### src/design/tes_pkg.sv
`timescale 1ns / 1ps
// ----------------------------------------------------------------------------
// tes_pkg: shared constants for the text encoding sniffer
// Encoding codes, byte order mark bytes and UTF-8 lead byte masks.
// ----------------------------------------------------------------------------
package tes_pkg;

  typedef logic [1:0] kind_t;

  // Encoding verdict codes.
  localparam kind_t KIND_ANSI    = 2'd0;
  localparam kind_t KIND_UTF8    = 2'd1;
  localparam kind_t KIND_UTF16LE = 2'd2;
  localparam kind_t KIND_UTF16BE = 2'd3;

  // Byte order mark bytes and prefixes.
  localparam logic [7:0]  BOM_UTF8_B2   = 8'hBF;
  localparam logic [15:0] BOM_UTF8_PFX  = 16'hEFBB;
  localparam logic [15:0] BOM_UTF16LE   = 16'hFFFE;
  localparam logic [15:0] BOM_UTF16BE   = 16'hFEFF;

  // UTF-8 byte classes: (byte & mask) == pattern.
  localparam logic [7:0] CONT_MASK  = 8'hC0;
  localparam logic [7:0] CONT_PAT   = 8'h80;
  localparam logic [7:0] LEAD2_MASK = 8'hE0;
  localparam logic [7:0] LEAD2_PAT  = 8'hC0;
  localparam logic [7:0] LEAD3_MASK = 8'hF0;
  localparam logic [7:0] LEAD3_PAT  = 8'hE0;
  localparam logic [7:0] LEAD4_MASK = 8'hF8;
  localparam logic [7:0] LEAD4_PAT  = 8'hF0;
  localparam logic [7:0] ASCII_TOP  = 8'h80;

endpackage

### src/design/text_encoding_sniffer.sv
`timescale 1ns / 1ps
// ----------------------------------------------------------------------------
// text_encoding_sniffer: byte order mark and UTF-8 scan encoding detector
// Takes a text buffer one byte per item and gives one encoding verdict
// on the item marked last.
// ----------------------------------------------------------------------------
//
//  channel | signals                                   | direction
//  --------+-------------------------------------------+----------
//  input   | in_valid, in_ready, data_byte,            | in
//          | byte_present, is_last                     |
//  result  | out_valid, out_ready, encoding_kind       | out
//
// One item is taken every cycle unless a last item waits in the stage; an item
// passes through an input register and flag update logic, and the verdict lands
// in the result register.
// Reset clears the scan state and both stage valid flags.
// A stalled verdict holds only a staged item marked last; staged items not marked last keep flowing.
//
module text_encoding_sniffer
  import tes_pkg::*;
(
  input  logic       clk,
  input  logic       rst,
  input  logic       in_valid,
  output logic       in_ready,
  input  logic [7:0] data_byte,
  input  logic       byte_present,
  input  logic       is_last,
  output logic       out_valid,
  input  logic       out_ready,
  output kind_t      encoding_kind
);

  // Input register.
  logic       stage_valid;
  logic [7:0] stage_byte;
  logic       stage_present;
  logic       stage_last;

  // Scan state.
  logic [1:0]  byte_position;
  logic [15:0] leading_bytes;
  logic [1:0]  continuations_left;
  logic        invalid_seen;
  logic        multibyte_seen;

  logic [1:0]  byte_position_next;
  logic [15:0] leading_bytes_next;
  logic [1:0]  continuations_left_next;
  logic        invalid_seen_next;
  logic        multibyte_seen_next;
  kind_t       kind_next;

  logic out_busy;
  logic stage_go;

  // Handshake: a last item may only leave the stage when the result slot frees.
  assign out_busy = out_valid && !out_ready;
  assign stage_go = stage_valid && !(stage_last && out_busy);
  assign in_ready = !stage_valid || stage_go;

  // Input register load.
  always_ff @(posedge clk) begin
    if (rst) begin
      stage_valid <= 1'b0;
    end else if (in_ready) begin
      stage_valid <= in_valid;
    end
    if (in_ready && in_valid) begin
      stage_byte    <= data_byte;
      stage_present <= byte_present;
      stage_last    <= is_last;
    end
  end

  // Byte order mark tracking and UTF-8 scan for the staged item.
  always_comb begin
    byte_position_next      = byte_position;
    leading_bytes_next      = leading_bytes;
    continuations_left_next = continuations_left;
    invalid_seen_next       = invalid_seen;
    multibyte_seen_next     = multibyte_seen;
    if (stage_present) begin
      case (byte_position)
        2'd0: begin
          leading_bytes_next = {stage_byte, 8'h00};
          byte_position_next = 2'd1;
        end
        2'd1: begin
          leading_bytes_next = {leading_bytes[15:8], stage_byte};
          byte_position_next = 2'd2;
        end
        2'd2: begin
          if (leading_bytes == BOM_UTF8_PFX && stage_byte != BOM_UTF8_B2) begin
            leading_bytes_next = 16'h0000;
          end
          byte_position_next = 2'd3;
        end
        default: begin
        end
      endcase

      if (!invalid_seen) begin
        if (continuations_left != 2'd0) begin
          if ((stage_byte & CONT_MASK) == CONT_PAT) begin
            continuations_left_next = continuations_left - 2'd1;
            if (continuations_left == 2'd1) begin
              multibyte_seen_next = 1'b1;
            end
          end else begin
            invalid_seen_next = 1'b1;
          end
        end else if (stage_byte < ASCII_TOP) begin
          // Single-byte character leaves the scan unchanged.
        end else if ((stage_byte & LEAD2_MASK) == LEAD2_PAT) begin
          continuations_left_next = 2'd1;
        end else if ((stage_byte & LEAD3_MASK) == LEAD3_PAT) begin
          continuations_left_next = 2'd2;
        end else if ((stage_byte & LEAD4_MASK) == LEAD4_PAT) begin
          continuations_left_next = 2'd3;
        end else begin
          invalid_seen_next = 1'b1;
        end
      end
    end
  end

  // Verdict from the state after the staged byte.
  always_comb begin
    if (byte_position_next == 2'd3 && leading_bytes_next == BOM_UTF8_PFX) begin
      kind_next = KIND_UTF8;
    end else if (byte_position_next[1] && leading_bytes_next == BOM_UTF16LE) begin
      kind_next = KIND_UTF16LE;
    end else if (byte_position_next[1] && leading_bytes_next == BOM_UTF16BE) begin
      kind_next = KIND_UTF16BE;
    end else if (!invalid_seen_next && continuations_left_next == 2'd0 &&
                 multibyte_seen_next) begin
      kind_next = KIND_UTF8;
    end else begin
      kind_next = KIND_ANSI;
    end
  end

  // Scan state update; a last item returns the state to its reset value.
  always_ff @(posedge clk) begin
    if (rst || (stage_go && stage_last)) begin
      byte_position      <= 2'd0;
      leading_bytes      <= 16'h0000;
      continuations_left <= 2'd0;
      invalid_seen       <= 1'b0;
      multibyte_seen     <= 1'b0;
    end else if (stage_go) begin
      byte_position      <= byte_position_next;
      leading_bytes      <= leading_bytes_next;
      continuations_left <= continuations_left_next;
      invalid_seen       <= invalid_seen_next;
      multibyte_seen     <= multibyte_seen_next;
    end
  end

  // Result register.
  always_ff @(posedge clk) begin
    if (rst) begin
      out_valid <= 1'b0;
    end else if (stage_go && stage_last) begin
      out_valid <= 1'b1;
    end else if (out_ready) begin
      out_valid <= 1'b0;
    end
    if (stage_go && stage_last) begin
      encoding_kind <= kind_next;
    end
  end

  // With no byte seen, the whole scan state must be clear.
  assert property (@(posedge clk) disable iff (rst)
    byte_position == 2'd0 |-> leading_bytes == 16'h0000 &&
      continuations_left == 2'd0 && !invalid_seen && !multibyte_seen)
    else $error("scan state not clear before first byte");

  // A complete multibyte sequence needs at least two bytes.
  assert property (@(posedge clk) disable iff (rst)
    multibyte_seen |-> byte_position[1])
    else $error("multibyte flag set with fewer than two bytes");

  // A last item leaving the stage yields a verdict and clears the position.
  assert property (@(posedge clk) disable iff (rst)
    stage_go && stage_last |=> out_valid && byte_position == 2'd0)
    else $error("last item did not produce a verdict");

  // A verdict only appears after a last item left the stage.
  assert property (@(posedge clk) disable iff (rst)
    $rose(out_valid) |-> $past(stage_go && stage_last))
    else $error("verdict without a last item");

endmodule
### config.mk
export PLATFORM = sky130hd
export DESIGN_NAME = text_encoding_sniffer
export DESIGN_NICKNAME = d
export VERILOG_FILES = /design/src/design/tes_pkg.sv /design/src/design/text_encoding_sniffer.sv
export SDC_FILE = /design/constraint.sdc
export NUM_CORES = 1
export LEC_CHECK = 0
export BUFFER_PORTS_ARGS = -buffer_cell sky130_fd_sc_hd__buf_4
export CELL_PAD_IN_SITES_DETAIL_PLACEMENT = 1
export CELL_PAD_IN_SITES_GLOBAL_PLACEMENT = 1
export CORE_UTILIZATION = 48
export DETAILED_ROUTE_END_ITERATION = 10
export PLACE_DENSITY_LB_ADDON = 0.2
export SYNTH_ARGS = -nofsm -noshare
export SYNTH_HDL_FRONTEND = slang
export SYNTH_SLANG_ARGS = --single-unit
### constraint.sdc
create_clock -name clk -period 4 [get_ports clk]
set_input_delay 0.4 -clock clk [delete_from_list [all_inputs] [get_ports clk]]
set_output_delay 0.4 -clock clk [all_outputs]
set_load 0.05 [all_outputs]
==> run metrics <==
number of port buffers=17; clock slew at reported path FFs=0.08 ns; Netlist cell types=51; power density over the cells=384 nW/um2; GRT Total Usage=between 20 and 30%; Max transition margin=14.8%; crit-path max cell delay=0.98 ns; CTS tree=built; clock root cell=clkbuf_8; Setup Viol. Count Final=0; initial antenna violation count=0; most frequent cells in the layout=nor2_1, dfxtp_1, buf_4; Final Power=801 uW; H-tree Lvls=2; global route overflow=0; Mean Syn Cell Area=9.45 um2; DRT antenna net count=0; Initial DRC Count=102; clk buf depth=2; slowest cell on the critical path=or2_0; maximum fanout along the worst path=22; Tmin final=2.92 ns; HP Class=primary input to flip-flop; Warnings, synthesis=0; CTS resizes=0; CP startpoint kind=flip-flop; Slew Viols, Final=0; register area share after synthesis=around 46%; worst ir drop on vdd=0.266 mV; Final Wtd Congestion=0.849; Worst Tran Pin Value=1.28 ns; largest net degree at the start of global routing=23; synthesized flop and latch total=36; Die Wd=~64 um; Fill cells=430; Area contributors post-synth=dfxtp_1, edfxtp_1, a22oi_1, nor2_1, a21oi_1; WP data arrival=~3 ns; via count=1578; crit path cell chain=nor2b_1 > a21boi_1 > and2_1 > or2_0 > nor3_1; setup ws final=1.08 ns; WS Path Type=flip-flop to flip-flop; hpwl dp=3.28 mm; Reg area=~840 um2; Wirelength per Cell=18.0 um; drt first pass iters=5; die area=4050 um2; dpl ws=1.00 ns; Skew-Pair Late Insertion Delay=0.30 ns; WP data required=4.13 ns; first-pass GRT wire length=7.76 mm; clock sinks=36; number of core rows=22; max_cap viols=0; RSZ-0062 raised after global routing=false; Syn Std Cell Area=about 1800 um2; antenna diode count=0; period utilization=between 70% and 80%; setup tns final=0 ns; ys flop type=dfxtp_1; Synth area leader=dfxtp_1; Lkg Pwr=approximately 0.73 nW; top cell type's share of synthesized area=26.4%; Ports=18; total CTS buffers=5; synthesized instance count=between 150 and 200; most common cell after layout, fill and taps aside=nor2_1; initial core utilization=~50%; Hold Vio Cnt, Final=0; Core ar.=3660 um2; EDFF count, synth=12; Residual DRC=0; area used by multi-input combinational logic=912 um2; final wirelength=4.60 mm; Setup Fix Bufs, Post-CTS=0; status=completed; via/cell ratio=a little over 6; area added between synthesis and finish=14.4%; Setup crit end kind=flip-flop; Worst Skew=roughly 0.008 ns; syn_nets=209; cts hold-fix bufs=0; Peak Freq=342 MHz; vias in the first global route=about 1600; Die Span Y=63.6 um; fraction of layout cells with a size suffix above 1=between 15 and 20%; final net count=between 200 and 250; ys async rst share=0%
final timing paths:
path                                   endpoint  slack [ns]  cells past startpoint                   startpoint
hold / removal          stage_byte[5]$_DFFE_PP_        0.27                      1                 data_byte[5]
setup / recovery  byte_position[0]$_SDFFE_PP0P_        1.08                      5       out_valid$_SDFFE_PP0P_
hold reg to reg     multibyte_seen$_SDFFE_PP0P_        0.49                      2  multibyte_seen$_SDFFE_PP0P_
setup reg to reg  byte_position[0]$_SDFFE_PP0P_        1.08                      5       out_valid$_SDFFE_PP0P_
through the flow:
step	hold WS, ns	instances	utilization [%]	cell area (um2)
after CTS	0.270	256	57.0	2090
final	0.273	256	57.0	2090
after global routing	0.266	256	57.0	2090
after global placement	0.460	248	53.9	1970
after detailed placement	0.480	248	53.9	1970
after floorplan	0.437	193	-	1820
Yosys cell counts (all sizes together), types with 3 or more instances:
cell	instances
nor2	25
dfxtp	24
a22oi	13
edfxtp	12
a21oi	11
nand2	11
clkbuf	9
inv	7
nand3	7
nand4	7
a211oi	5
nor2b	5
o21ai	5
a31oi	4
and3	3
nor3	3
logic make-up after synthesis:
kind of cell    Yosys count  synth area share [%]
compound gates           53                  21.8
xor+xnor                  1                 0.481
fa+ha+maj                 2                  1.37
buf+inv                  18                  3.84
flops                    36                  46.1
mux                       3                  1.72
simple gates             80                  24.7
final cells by class:
cell class / instances / share of cell area (%)
clock buffer: 5 / 3.30
clock inverter: 3 / 2.04
inverter: 7 / 1.26
multi-input combinational: 139 / 43.7
sequential: 36 / 40.3
tap: 48 / 2.88
timing repair buffer: 18 / 6.48
state kept, by name (all words and copies together) (netlist names):
| name | flops |
|---|---|
| leading_bytes | 16 |
| stage_byte | 8 |
| byte_position | 2 |
| continuations_left | 2 |
| encoding_kind | 2 |
| invalid_seen | 1 |
| multibyte_seen | 1 |
| out_valid | 1 |
| stage_last | 1 |
| stage_present | 1 |
| stage_valid | 1 |
where the power goes:
part / switching (mW) / total, mW / leakage [nW] / internal, mW
sequential: 0.0195 / 0.410 / 0.310 / 0.390
clock: 0.139 / 0.323 / 0.0541 / 0.184
combinational: 0.0389 / 0.0684 / 0.363 / 0.0295
routing by layer:
layer,share of wire (%),track usage (%)
met3,3.8,6.16
met4,2.0,9.66
met1,43,29.7
met2,51,43.5
met5,0,0
worst max-delay path, delay by kind of cell, from the launching register on:
family / cells / cell delay, ns
simple gates: 4 / 1.61
flops: 1 / 0.31
compound gates: 1 / 0.84
Note: power is estimated with default switching activity, not from simulation.
